[src/sv/bdel_pkg.sv]
package bdel_pkg;

    localparam logic [2:0] OP_INS_FRONT = 3'd0;
    localparam logic [2:0] OP_INS_BACK  = 3'd1;
    localparam logic [2:0] OP_DELETE    = 3'd2;
    localparam logic [2:0] OP_DUMP      = 3'd3;
    localparam logic [2:0] OP_REVERSE   = 3'd4;

    localparam logic [1:0] ST_OK        = 2'd0;
    localparam logic [1:0] ST_EMPTY     = 2'd1;
    localparam logic [1:0] ST_NOT_FOUND = 2'd2;
    localparam logic [1:0] ST_FULL      = 2'd3;

    typedef struct packed {
        logic [2:0]         op;
        logic signed [31:0] value;
    } t_in;

    typedef struct packed {
        logic [1:0]         status;
        logic signed [31:0] item;
        logic [4:0]         position;
        logic               last;
    } t_out;

    // controller to datapath
    typedef struct packed {
        logic       load_in;
        logic       ins_do;
        logic       del_commit;
        logic       flip;
        logic       idx_clr;
        logic       idx_inc;
        logic       k_load;
        logic       k_inc;
        logic       rd_logical;
        logic       rd_next;
        logic       wr_move;
        logic       emit_resp;
        logic       emit_dump;
        logic [1:0] resp_status;
    } t_cmd;

    // datapath to controller
    typedef struct packed {
        logic [2:0] op;
        logic       full;
        logic       empty;
        logic       match;
        logic       idx_last;
        logic       has_tail;
        logic       move_more;
        logic       out_free;
    } t_sts;

endpackage

[src/sv/bdel_ram.sv]
module bdel_ram #(
    parameter int WIDTH = 32,
    parameter int DEPTH = 32
) (
    input  logic                     i_clk,
    input  logic                     i_we,
    input  logic [$clog2(DEPTH)-1:0] i_waddr,
    input  logic [WIDTH-1:0]         i_wdata,
    input  logic                     i_re,
    input  logic [$clog2(DEPTH)-1:0] i_raddr,
    output logic [WIDTH-1:0]         o_rdata
);

    logic [WIDTH-1:0] r_mem [DEPTH];
    logic [WIDTH-1:0] r_rdata;

    always_ff @(posedge i_clk) begin
        if (i_we) begin
            r_mem[i_waddr] <= i_wdata;
        end
        if (i_re) begin
            r_rdata <= r_mem[i_raddr];
        end
    end

    assign o_rdata = r_rdata;

endmodule

[src/sv/bdel_dp.sv]
module bdel_dp #(
    parameter int DEPTH = 32
) (
    input  logic           i_clk,
    input  logic           i_rst_n,
    input  bdel_pkg::t_in  i_in,
    input  logic           i_out_stall,
    input  bdel_pkg::t_cmd i_cmd,
    output bdel_pkg::t_sts o_sts,
    output logic           o_out_valid,
    output bdel_pkg::t_out o_out
);
    import bdel_pkg::*;

    localparam int SW = $clog2(DEPTH);
    localparam int EW = SW + 1;
    localparam logic [EW-1:0] DEPTH_E   = EW'(DEPTH);
    localparam logic [SW-1:0] LAST_SLOT = SW'(DEPTH - 1);

    // fold a sum of two ring offsets back into the ring
    function automatic logic [SW-1:0] wrap(input logic [EW-1:0] s);
        if (s >= DEPTH_E) begin
            return SW'(s - DEPTH_E);
        end
        return s[SW-1:0];
    endfunction

    logic [EW-1:0]      r_count;
    logic [SW-1:0]      r_front;
    logic               r_rev;
    logic [SW-1:0]      r_idx;
    logic [SW-1:0]      r_k;
    logic [2:0]         r_op;
    logic signed [31:0] r_val;
    logic               r_out_valid;
    t_out               r_out;

    logic [EW-1:0] front_e, idx_e, k_e, log_off;
    logic [SW-1:0] log_slot, next_slot, k_slot, end_slot, front_m1;
    logic          at_start;
    logic          out_free;
    logic          ram_we, ram_re;
    logic [SW-1:0] ram_waddr, ram_raddr;
    logic [31:0]   ram_wdata, ram_rdata;
    logic [31:0]   idx_wide;

    assign front_e   = {1'b0, r_front};
    assign idx_e     = {1'b0, r_idx};
    assign k_e       = {1'b0, r_k};
    assign log_off   = r_rev ? (r_count - EW'(1) - idx_e) : idx_e;
    assign log_slot  = wrap(front_e + log_off);
    assign next_slot = wrap(front_e + k_e + EW'(1));
    assign k_slot    = wrap(front_e + k_e);
    assign end_slot  = wrap(front_e + r_count);
    assign front_m1  = (r_front == '0) ? LAST_SLOT : r_front - SW'(1);
    assign at_start  = (r_op == OP_INS_FRONT) != r_rev;
    assign out_free  = !r_out_valid || !i_out_stall;
    assign idx_wide  = 32'(r_idx);

    assign ram_re    = i_cmd.rd_logical || i_cmd.rd_next;
    assign ram_raddr = i_cmd.rd_next ? next_slot : log_slot;
    assign ram_we    = i_cmd.ins_do || i_cmd.wr_move;
    assign ram_waddr = i_cmd.ins_do ? (at_start ? front_m1 : end_slot) : k_slot;
    assign ram_wdata = i_cmd.ins_do ? r_val : ram_rdata;

    bdel_ram #(
        .WIDTH (32),
        .DEPTH (DEPTH)
    ) u_ram (
        .i_clk   (i_clk),
        .i_we    (ram_we),
        .i_waddr (ram_waddr),
        .i_wdata (ram_wdata),
        .i_re    (ram_re),
        .i_raddr (ram_raddr),
        .o_rdata (ram_rdata)
    );

    always_ff @(posedge i_clk) begin
        if (!i_rst_n) begin
            r_count     <= '0;
            r_front     <= '0;
            r_rev       <= 1'b0;
            r_out_valid <= 1'b0;
        end else begin
            if (i_cmd.ins_do) begin
                r_count <= r_count + EW'(1);
                if (at_start) begin
                    r_front <= front_m1;
                end
            end
            if (i_cmd.del_commit) begin
                r_count <= r_count - EW'(1);
            end
            if (i_cmd.flip) begin
                r_rev <= !r_rev;
            end
            if (i_cmd.emit_resp || i_cmd.emit_dump) begin
                r_out_valid <= 1'b1;
            end else if (!i_out_stall) begin
                r_out_valid <= 1'b0;
            end
        end
    end

    always_ff @(posedge i_clk) begin
        if (i_cmd.load_in) begin
            r_op  <= i_in.op;
            r_val <= i_in.value;
        end
        if (i_cmd.idx_clr) begin
            r_idx <= '0;
        end else if (i_cmd.idx_inc) begin
            r_idx <= r_idx + SW'(1);
        end
        if (i_cmd.k_load) begin
            r_k <= log_off[SW-1:0];
        end else if (i_cmd.k_inc) begin
            r_k <= r_k + SW'(1);
        end
        if (i_cmd.emit_resp) begin
            r_out.status   <= i_cmd.resp_status;
            r_out.item     <= '0;
            r_out.position <= '0;
            r_out.last     <= 1'b1;
        end else if (i_cmd.emit_dump) begin
            r_out.status   <= ST_OK;
            r_out.item     <= $signed(ram_rdata);
            r_out.position <= idx_wide[4:0];
            r_out.last     <= (idx_e + EW'(1)) == r_count;
        end
    end

    assign o_sts.op        = r_op;
    assign o_sts.full      = r_count == DEPTH_E;
    assign o_sts.empty     = r_count == '0;
    assign o_sts.match     = ram_rdata == r_val;
    assign o_sts.idx_last  = (idx_e + EW'(1)) == r_count;
    assign o_sts.has_tail  = (log_off + EW'(1)) < r_count;
    assign o_sts.move_more = (k_e + EW'(2)) < r_count;
    assign o_sts.out_free  = out_free;

    assign o_out_valid = r_out_valid;
    assign o_out       = r_out;

    a_count_bound: assert property (@(posedge i_clk) disable iff (!i_rst_n)
        r_count <= DEPTH_E)
        else $error("list count beyond depth");

    a_front_bound: assert property (@(posedge i_clk) disable iff (!i_rst_n)
        {1'b0, r_front} < DEPTH_E)
        else $error("front slot outside ring");

    a_emit_free: assert property (@(posedge i_clk) disable iff (!i_rst_n)
        (i_cmd.emit_resp || i_cmd.emit_dump) |-> out_free)
        else $error("result overwrites a held beat");

    a_ins_room: assert property (@(posedge i_clk) disable iff (!i_rst_n)
        i_cmd.ins_do |-> (r_count < DEPTH_E))
        else $error("insert into a full list");

endmodule

[src/sv/bdel_ctrl.sv]
module bdel_ctrl (
    input  logic           i_clk,
    input  logic           i_rst_n,
    input  logic           i_in_valid,
    input  bdel_pkg::t_sts i_sts,
    output bdel_pkg::t_cmd o_cmd,
    output logic           o_in_stall
);
    import bdel_pkg::*;

    localparam logic [3:0] S_IDLE   = 4'd0;
    localparam logic [3:0] S_DECODE = 4'd1;
    localparam logic [3:0] S_SREAD  = 4'd2;
    localparam logic [3:0] S_SCMP   = 4'd3;
    localparam logic [3:0] S_MREAD  = 4'd4;
    localparam logic [3:0] S_MWRITE = 4'd5;
    localparam logic [3:0] S_DREAD  = 4'd6;
    localparam logic [3:0] S_DOUT   = 4'd7;
    localparam logic [3:0] S_RESP   = 4'd8;

    logic [3:0] r_state, n_state;
    logic [1:0] r_status, n_status;
    t_cmd       cmd;

    always_comb begin
        n_state  = r_state;
        n_status = r_status;
        cmd      = '0;
        cmd.resp_status = r_status;
        unique case (r_state)
            S_IDLE: begin
                if (i_in_valid) begin
                    cmd.load_in = 1'b1;
                    n_state     = S_DECODE;
                end
            end
            S_DECODE: begin
                unique case (i_sts.op) inside
                    OP_INS_FRONT, OP_INS_BACK: begin
                        if (i_sts.full) begin
                            n_status = ST_FULL;
                        end else begin
                            cmd.ins_do = 1'b1;
                            n_status   = ST_OK;
                        end
                        n_state = S_RESP;
                    end
                    OP_DELETE: begin
                        if (i_sts.empty) begin
                            n_status = ST_EMPTY;
                            n_state  = S_RESP;
                        end else begin
                            cmd.idx_clr = 1'b1;
                            n_state     = S_SREAD;
                        end
                    end
                    OP_DUMP: begin
                        if (i_sts.empty) begin
                            n_status = ST_EMPTY;
                            n_state  = S_RESP;
                        end else begin
                            cmd.idx_clr = 1'b1;
                            n_state     = S_DREAD;
                        end
                    end
                    OP_REVERSE: begin
                        if (i_sts.empty) begin
                            n_status = ST_EMPTY;
                        end else begin
                            cmd.flip = 1'b1;
                            n_status = ST_OK;
                        end
                        n_state = S_RESP;
                    end
                    default: begin
                        n_status = ST_OK;
                        n_state  = S_RESP;
                    end
                endcase
            end
            S_SREAD: begin
                cmd.rd_logical = 1'b1;
                n_state        = S_SCMP;
            end
            S_SCMP: begin
                if (i_sts.match) begin
                    if (i_sts.has_tail) begin
                        cmd.k_load = 1'b1;
                        n_state    = S_MREAD;
                    end else begin
                        cmd.del_commit = 1'b1;
                        n_status       = ST_OK;
                        n_state        = S_RESP;
                    end
                end else if (i_sts.idx_last) begin
                    n_status = ST_NOT_FOUND;
                    n_state  = S_RESP;
                end else begin
                    cmd.idx_inc = 1'b1;
                    n_state     = S_SREAD;
                end
            end
            S_MREAD: begin
                cmd.rd_next = 1'b1;
                n_state     = S_MWRITE;
            end
            S_MWRITE: begin
                // pull the next element down one slot
                cmd.wr_move = 1'b1;
                if (i_sts.move_more) begin
                    cmd.k_inc = 1'b1;
                    n_state   = S_MREAD;
                end else begin
                    cmd.del_commit = 1'b1;
                    n_status       = ST_OK;
                    n_state        = S_RESP;
                end
            end
            S_DREAD: begin
                cmd.rd_logical = 1'b1;
                n_state        = S_DOUT;
            end
            S_DOUT: begin
                // hold the read data until the output beat is free
                if (i_sts.out_free) begin
                    cmd.emit_dump = 1'b1;
                    if (i_sts.idx_last) begin
                        n_state = S_IDLE;
                    end else begin
                        cmd.idx_inc = 1'b1;
                        n_state     = S_DREAD;
                    end
                end
            end
            S_RESP: begin
                if (i_sts.out_free) begin
                    cmd.emit_resp = 1'b1;
                    n_state       = S_IDLE;
                end
            end
            default: begin
                n_state = S_IDLE;
            end
        endcase
    end

    always_ff @(posedge i_clk) begin
        if (!i_rst_n) begin
            r_state  <= S_IDLE;
            r_status <= ST_OK;
        end else begin
            r_state  <= n_state;
            r_status <= n_status;
        end
    end

    assign o_cmd      = cmd;
    assign o_in_stall = r_state != S_IDLE;

    a_start_decode: assert property (@(posedge i_clk) disable iff (!i_rst_n)
        (i_in_valid && !o_in_stall) |=> (r_state == S_DECODE))
        else $error("accepted beat not decoded");

    a_cmp_after_read: assert property (@(posedge i_clk) disable iff (!i_rst_n)
        (r_state == S_SCMP) |-> ($past(r_state) == S_SREAD))
        else $error("compare without a fresh read");

    a_move_after_read: assert property (@(posedge i_clk) disable iff (!i_rst_n)
        (r_state == S_MWRITE) |-> ($past(r_state) == S_MREAD))
        else $error("move without a fresh read");

    a_dump_entry: assert property (@(posedge i_clk) disable iff (!i_rst_n)
        (r_state == S_DOUT && $past(r_state) != S_DOUT) |-> ($past(r_state) == S_DREAD))
        else $error("dump beat without a fresh read");

endmodule

[src/sv/bounded_double_ended_list.sv]
// Channel   Direction  Handshake                 Payload
// in        input      i_in_valid / o_in_stall   bdel_pkg::t_in  (op, value)
// out       output     o_out_valid / i_out_stall bdel_pkg::t_out (status, item, position, last)
//
// Insert, reverse and unused ops pass through S_DECODE and S_RESP from accept to result beat.
// Delete scans entries (read, compare), then moves each later entry down one slot (read, write);
// dump reads and emits each entry in turn; both run through the single read port of the entry RAM.
// Synchronous active-low reset clears count, front slot and direction; entries are not cleared.
// One command is in work at a time; o_in_stall is high until its last beat is loaded.
// A stalled output beat holds the sequencer in place until it is taken.
module bounded_double_ended_list #(
    parameter int DEPTH = 32
) (
    input  logic           i_clk,
    input  logic           i_rst_n,
    input  logic           i_in_valid,
    output logic           o_in_stall,
    input  bdel_pkg::t_in  i_in,
    output logic           o_out_valid,
    input  logic           i_out_stall,
    output bdel_pkg::t_out o_out
);
    import bdel_pkg::*;

    t_cmd cmd;
    t_sts sts;

    bdel_ctrl u_ctrl (
        .i_clk      (i_clk),
        .i_rst_n    (i_rst_n),
        .i_in_valid (i_in_valid),
        .i_sts      (sts),
        .o_cmd      (cmd),
        .o_in_stall (o_in_stall)
    );

    bdel_dp #(
        .DEPTH (DEPTH)
    ) u_dp (
        .i_clk       (i_clk),
        .i_rst_n     (i_rst_n),
        .i_in        (i_in),
        .i_out_stall (i_out_stall),
        .i_cmd       (cmd),
        .o_sts       (sts),
        .o_out_valid (o_out_valid),
        .o_out       (o_out)
    );

endmodule
[config.mk]
export PLATFORM = sky130hd
export DESIGN_NAME = bounded_double_ended_list
export DESIGN_NICKNAME = d
export VERILOG_FILES = /design/src/sv/bdel_pkg.sv /design/src/sv/bdel_ram.sv /design/src/sv/bdel_dp.sv /design/src/sv/bdel_ctrl.sv /design/src/sv/bounded_double_ended_list.sv
export SDC_FILE = /design/constraint.sdc
export NUM_CORES = 2
export LEC_CHECK = 0
export ABC_CLOCK_PERIOD_IN_PS = 5100
export BUFFER_PORTS_ARGS = -buffer_cell sky130_fd_sc_hd__clkbuf_2
export CAP_MARGIN = 20
export CORE_ASPECT_RATIO = 2
export CORE_MARGIN = 2
export CORE_UTILIZATION = 63
export DETAILED_ROUTE_END_ITERATION = 6
export HOLD_SLACK_MARGIN = 0.1
export PLACE_DENSITY = 0.78
export SETUP_SLACK_MARGIN = 0.4
export SLEW_MARGIN = 10
export SYNTH_ARGS = -nofsm -noshare
export SYNTH_HDL_FRONTEND = slang
export SYNTH_HIERARCHICAL = 1
export SYNTH_SLANG_ARGS = --single-unit
export TNS_END_PERCENT = 20
[constraint.sdc]
create_clock -name i_clk -period 5.1 [get_ports i_clk]
set_input_delay 0.765 -clock i_clk [delete_from_list [all_inputs] [get_ports i_clk]]
set_output_delay 0.765 -clock i_clk [all_outputs]
set_load 0.01 [all_outputs]
== Word level (Yosys, flattened, before mapping) ==
Memories as Yosys holds them, arrays and structs flattened. A register that Yosys moved wholly into a read port is not among the register bits.
Cells that the tools add are included.

* Word-level logic and storage cells: 161
* RAM bits: 1,024
* Flip-flop bits (word level): 104
* Memories kept: 1

* Reductions and logical operators: 22
* $lt $le $gt $ge: 6
* Muxes and demuxes: 77
* Equal/unequal tests: 24
* Add/subtract/negate cells: 17

{| class="wikitable"
|+ Memories
! name !! depth !! width !! rd ports !! clocked after Yosys merged registers in !! write ports !! line !! RTL
|-
| u_dp.u_ram.r_mem || 32 || 32 || 1 || 1 || 1 || bdel_ram.sv:14 || <nowiki>logic [WIDTH-1:0] r_mem [DEPTH];</nowiki>
|}

{| class="wikitable"
|+ Operators with widths
! operator !! count
|-
| 40-bit two-way mux || 2
|-
| 5-bit two-way mux || 14
|-
| 4-bit two-way mux || 9
|-
| 4-bit case mux with 9 select lines || 1
|-
| 1-bit two-way mux || 34
|-
| 32-bit equality test || 1
|-
| 32-bit two-way mux || 1
|-
| 5-bit by 1-bit subtractor with 5-bit output (second input constant) || 5
|-
| 6-bit >= comparator (second input constant) || 4
|-
| 6-bit by 1-bit adder with 6-bit output (second input constant) || 3
|-
| 6-bit two-way mux || 3
|-
| 4-bit by 3-bit equality test with 1-bit output (second input constant) || 4
|-
| 2-bit two-way mux || 7
|-
| 5-bit by 6-bit adder with 6-bit output || 2
|-
| 6-bit < comparator || 2
|-
| 2-bit case mux with 3 select lines || 2
|-
| 5-bit by 1-bit adder with 5-bit output (second input constant) || 2
|-
| 3-bit != test (second input constant) || 3
|-
| 4-bit by 2-bit equality test with 1-bit output (second input constant) || 2
|-
| 4-bit case mux with 2 select lines || 1
|-
| 5-bit by 1-bit adder with 6-bit output (second input constant) || 1
|-
| 5-bit by 2-bit adder with 6-bit output (second input constant) || 1
|-
| 5-bit by 5-bit adder with 6-bit output || 1
|-
| 3-bit by 2-bit equality test with 1-bit output (second input constant) || 2
|-
| 26 further kinds || 39
|}

== Logic depth before layout (Yosys ltp) ==
* Depth in word-level cells: 9
* Depth in mapped cells: 23
* Mapped depth without buffers: 22

== By module ==
The synthesis kept the hierarchy.

{| class="wikitable"
|+ By module, submodules not included
! module !! cells an instance !! area an instance (um2) !! seq. area each (um2) !! instances
|-
| bdel_ram || 2,260 || 40,812.9 || 31,710.4 || 1
|-
| bdel_dp || 560 || 5,806.8 || 2,382.3 || 1
|-
| bdel_ctrl || 85 || 651.9 || 120.1 || 1
|}

== Worst setup path after synthesis ==
No wires, ideal clock.

* Path type: register -> register
* From: reg u_dp.r_count[1]
* To: mem u_dp.u_ram.r_mem[10][0], enable pin
* Cell stages (with the launch flop): 13
* Library setup time: 0.421 ns
* Path slack: 0.495 ns
* Data required time: 4.679 ns
* Data arrival time: 4.184 ns
* Cells stage by stage: dfxtp_1 inv_1 ha_1 and4_1 nor3_1 nor2b_1 clkbuf_1 clkbuf_1 o22ai_1 nand2_1 o211ai_1 or3b_2 nor2_1

{| class="wikitable"
|+ RTL lines
! element !! line !! RTL
|-
| start, declared || bdel_dp.sv:28 || <nowiki>logic [EW-1:0] r_count;</nowiki>
|-
| start signal, assigned || bdel_dp.sv:87 || <nowiki>r_count <= r_count + EW'(1);</nowiki>
|-
| start signal, assigned || bdel_dp.sv:93 || <nowiki>r_count <= r_count - EW'(1);</nowiki>
|-
| end, declared || bdel_ram.sv:14 ||
|}

== Worst setup path after layout ==
* From: reg u_dp.r_count[1]
* To: reg u_dp.u_ram.r_rdata[2], in the netlist u_dp/u_ram/o_rdata[2], read port of u_dp.u_ram.r_mem, data pin

* Cells in the longest elaborated chain, start to end: 8
* Elaborated cells on any way between the ends: 10
* Classes of those cells: add/sub: 4; order compare: 1; mux: 5

{| class="wikitable"
|+ RTL lines
! element !! line !! RTL
|-
| 6-bit by 1-bit subtractor with 6-bit output (*) || bdel_dp.sv:50 || <nowiki>assign log_off = r_rev ? (r_count - EW'(1) - idx_e) : idx_e;</nowiki>
|-
| 6-bit by 5-bit subtractor with 6-bit output (*) || bdel_dp.sv:50 ||
|-
| 6-bit two-way mux (*) || bdel_dp.sv:50 ||
|-
| 5-bit by 6-bit adder with 6-bit output (*) || bdel_dp.sv:51 || <nowiki>assign log_slot = wrap(front_e + log_off);</nowiki>
|-
| 5-bit by 1-bit subtractor with 5-bit output or 6-bit >= comparator (tied branches) || bdel_dp.sv:23, bdel_dp.sv:22 ||
|-
| 5-bit two-way mux or 1-bit two-way mux (tied branches) || bdel_dp.sv:22 || <nowiki>if (s >= DEPTH_E) begin</nowiki>
|-
| 5-bit two-way mux (*) || bdel_dp.sv:25 || <nowiki>return s[SW-1:0];</nowiki>
|-
| 5-bit two-way mux (*) || bdel_dp.sv:61 || <nowiki>assign ram_raddr = i_cmd.rd_next ? next_slot : log_slot;</nowiki>
|-
| named net u_dp.ram_raddr[2] || bdel_dp.sv:43 || <nowiki>logic [SW-1:0] ram_waddr, ram_raddr;</nowiki>
|-
| end, declared || bdel_ram.sv:15 || <nowiki>logic [WIDTH-1:0] r_rdata;</nowiki>
|}

The timed path passes the listed nets; every way through them passes the cells marked *. The select of a mux whose other input is x is not followed.
A chain may end at the register's enable or synchronous reset.

==> flow_summary.toml <==
[outcome]
status = "finished clean"

[sta]
worstMarginPinSlew_ns = 1.19
finalSetupViolations = 0
min_period_over_period_pct = 87.8
final.setup.worst_slack_ns = 0.622
drv_slew = 0
rsz0062_at_grt = "no"
setup_tns_ns = 0
fin_skew_ns = 0.0374
fin_hold_ws_ns = 0.235
period_minus_slack_ns = 4.48
fmax_mhz = 223
relSlewSlack_pct = 20.6
finalHoldViolCount = 0

[cells_and_area]
finalNonFillerCells = 4063
nNetsFinal = 3130
final_cell_area_sq_um = 52800
seq_area_sq_um = 34200
multi_input_area_sq_um = 12400
area_growth_pct = 11.6
fill_cells = 4610
final_layout_size_suffix_gt1_share_pct = 14.5
utilization_pct = 70.7

[place]
post-place-ws_ns = 0.274
place_inst = 3888
dp_hpwl_microns = 74100
io_buffer_count = 80
gp_congestion = 0.893
place_area_sq_um = 49500

[cts]
cts-hold-fix-buffers = 0
numCtsBuffers = 93
insertion_delay_ns = 0.71
clk_pin_slew_worst_paths_ns = 0.07
cts_tree = "yes"
clock_path_buffers = 3
cts_max_level = 3
cts.sinks = 1160
root_buffer = "clkbuf_16"

[die]
die_y_microns = 391
dieArea_sq_um = 77400
initial_core_util_pct = 63.3
row_count = 142
ios = 81
die_w_microns = 198
core_sq_um = 74600

[setup_path]
path_max_fanout = 22
crit_arrival_ns = 4.90
crit_path_top_delay_cell = "nor2b_4"
end_kind = "register"
required_ns = 5.52
crit_path_start_kind = "register"
critPathKind = "register to register"
critPathMaxStageDelay_ns = 0.54
path_cells = "inv_2, ha_1, fa_1, nand2b_1, nand3_1, o21ai_1, ha_1, xor2_1, nor2_1, a21oi_4, nor2b_4, buf_4, a22o_1, nor3_1, a31oi_1, nand3_1"

[logic_synthesis]
ys_async_sr_fraction_pct = 0
yosysUniqueCellTypes = 72
synth_edf_count = 1098
synth-main-ff-cell = "edfxtp_1"
yosysWarnings = 6
syn-num-nets = 2984
syn_area_sq_um = 47300
synthCells = 2905
postSynthAreaPerCell_sq_um = 16.3
ys_seq_area_share_pct = 72.4
ys_ff_latch = 1160

[power]
finalPower_mw = 20.8
p_leak_nw = 20.1
p_per_area_nw_per_um2 = 394
worst_ir_drop_vdd_mv = 0.242

[detailed_routing]
antenna_left = 0
route.detailed.drc = 0
dr.pass1.iters = 6
dr_total_vias = 27166
routed_wl_microns = 125000
routedWlPerCell_microns = 30.7
viasPerCell = 6.69
drt_first_iter_violations = 2863

[grt]
gr-total-overflow = 0
grt_max_degree = 106
antenna_found_initial = 3
grt_pass1_vias = 27424
grt_pass1_wl_microns = 179000
grtUsageTotal_pct = 32.5

[job]
maxCapViolations = 0

[hold_path]
hold_path_class = "primary input to register"
-- final cells by class --
cell class	instances	share of cell area, %
Tap cell	936	2.22
Inverter	28	0.199
Clock buffer	111	4.62
Clock inverter	59	1.34
Antenna cell	1	0.00474
Timing Repair Buffer	206	3.31
Sequential cell	1160	64.9
Multi-Input combinational cell	1562	23.5
-- synthesized netlist by cell type, types with 10 or more instances --
library cell	count	area share, %
nand2_1	125	0.99
o21ai_0	12	0.13
edfxtp_1	1098	70
buf_4	37	0.59
a21oi_1	122	1.3
nand2b_1	12	0.16
buf_6	16	0.38
a31oi_1	33	0.44
a22o_1	64	1.2
buf_2	38	0.40
inv_1	28	0.22
clkbuf_1	54	0.43
xor2_1	43	0.80
nand3_1	109	1.2
nor2b_1	10	0.13
mux2_2	34	0.81
mux2i_1	557	12
ha_1	36	0.95
xnor2_1	32	0.59
nor3_1	46	0.49
and3_1	10	0.13
dfxtp_1	62	2.6
nor2_1	108	0.86
a22oi_1	97	1.5
-- what timing repair did --
action                     CTS  global route
cloned                       0             1
pin swaps                    1             1
buffers inserted             2             0
setup endpoints to repair   26            35
resized for setup            3             6
-- layout by cell type, fill, tap and decap left out, drive strengths merged, types with 9 or more instances in the layout --
cell type	n
a21oi	123
a22o	64
a22oi	97
a31oi	33
and2	10
and3	10
buf	126
bufinv	15
clkbuf	191
clkinv	36
dfxtp	62
edfxtp	1098
ha	36
inv	32
mux2	34
mux2i	557
nand2	125
nand2b	12
nand3	109
nand3b	9
nor2	110
nor2b	10
nor3	48
nor4	9
o21a	9
o21ai	15
xnor2	33
xor2	43
-- kinds of logic after synthesis --
kind of cell             share of synthesized area, %
AO/OA/AOI/OAI                                    5.43
XOR/XNOR                                         1.42
adder cells (fa/ha/maj)                          1.12
buffers and inverters                            2.17
flip-flops                                       72.4
multiplexers                                     12.6
AND/OR/NAND/NOR                                  4.87
-- sequential cells by signal (all words and copies together), names as in the netlist, 3 cells and up --
register	count
u_dp/r_count	6
u_dp/o_out	40
u_ctrl/r_state	4
u_dp/r_front	5
u_dp/r_k	5
u_dp/u_ram/r_mem	1024
u_dp/r_val	32
u_dp/u_ram/o_rdata	32
u_dp/r_op	3
u_dp/r_idx	5
-- power by group --
part	internal, mW	switching (mW)	total [mW]
registers	10.4	0.0535	10.5
clock network	4.19	3.29	7.48
logic	1.15	1.70	2.85
-- routing by layer --
metal | track usage (%) | wire length, microns
met1 | 38.6 | 42900
met2 | 55.0 | 63000
met3 | 6.25 | 10800
met4 | 19.3 | 8160
met5 | 0 | 30
-- critical path, delay by kind of cell, from the launching register on --
| kind | cells | cell delay, ns |
|---|---|---|
| adder cells (fa/ha/maj) | 3 | 1.17 |
| XOR/XNOR | 1 | 0.16 |
| buffers and inverters | 2 | 0.58 |
| AND/OR/NAND/NOR | 6 | 1.17 |
| flip-flops | 1 | 0.45 |
| AO/OA/AOI/OAI | 4 | 0.65 |
-- path summary, 6_finish.rpt --
path,start,to,slack (ns),cells after the start
setup / recovery,u_dp/r_count[1],u_dp/u_ram/o_rdata[2],0.62,16
hold / removal,i_in[24],u_dp/r_val[24],0.24,1
hold reg to reg,u_dp/o_out[1],u_dp/o_out[1],0.50,2
setup reg to reg,u_dp/r_count[1],u_dp/u_ram/o_rdata[2],0.62,16
(Power assumes the default switching activity.)
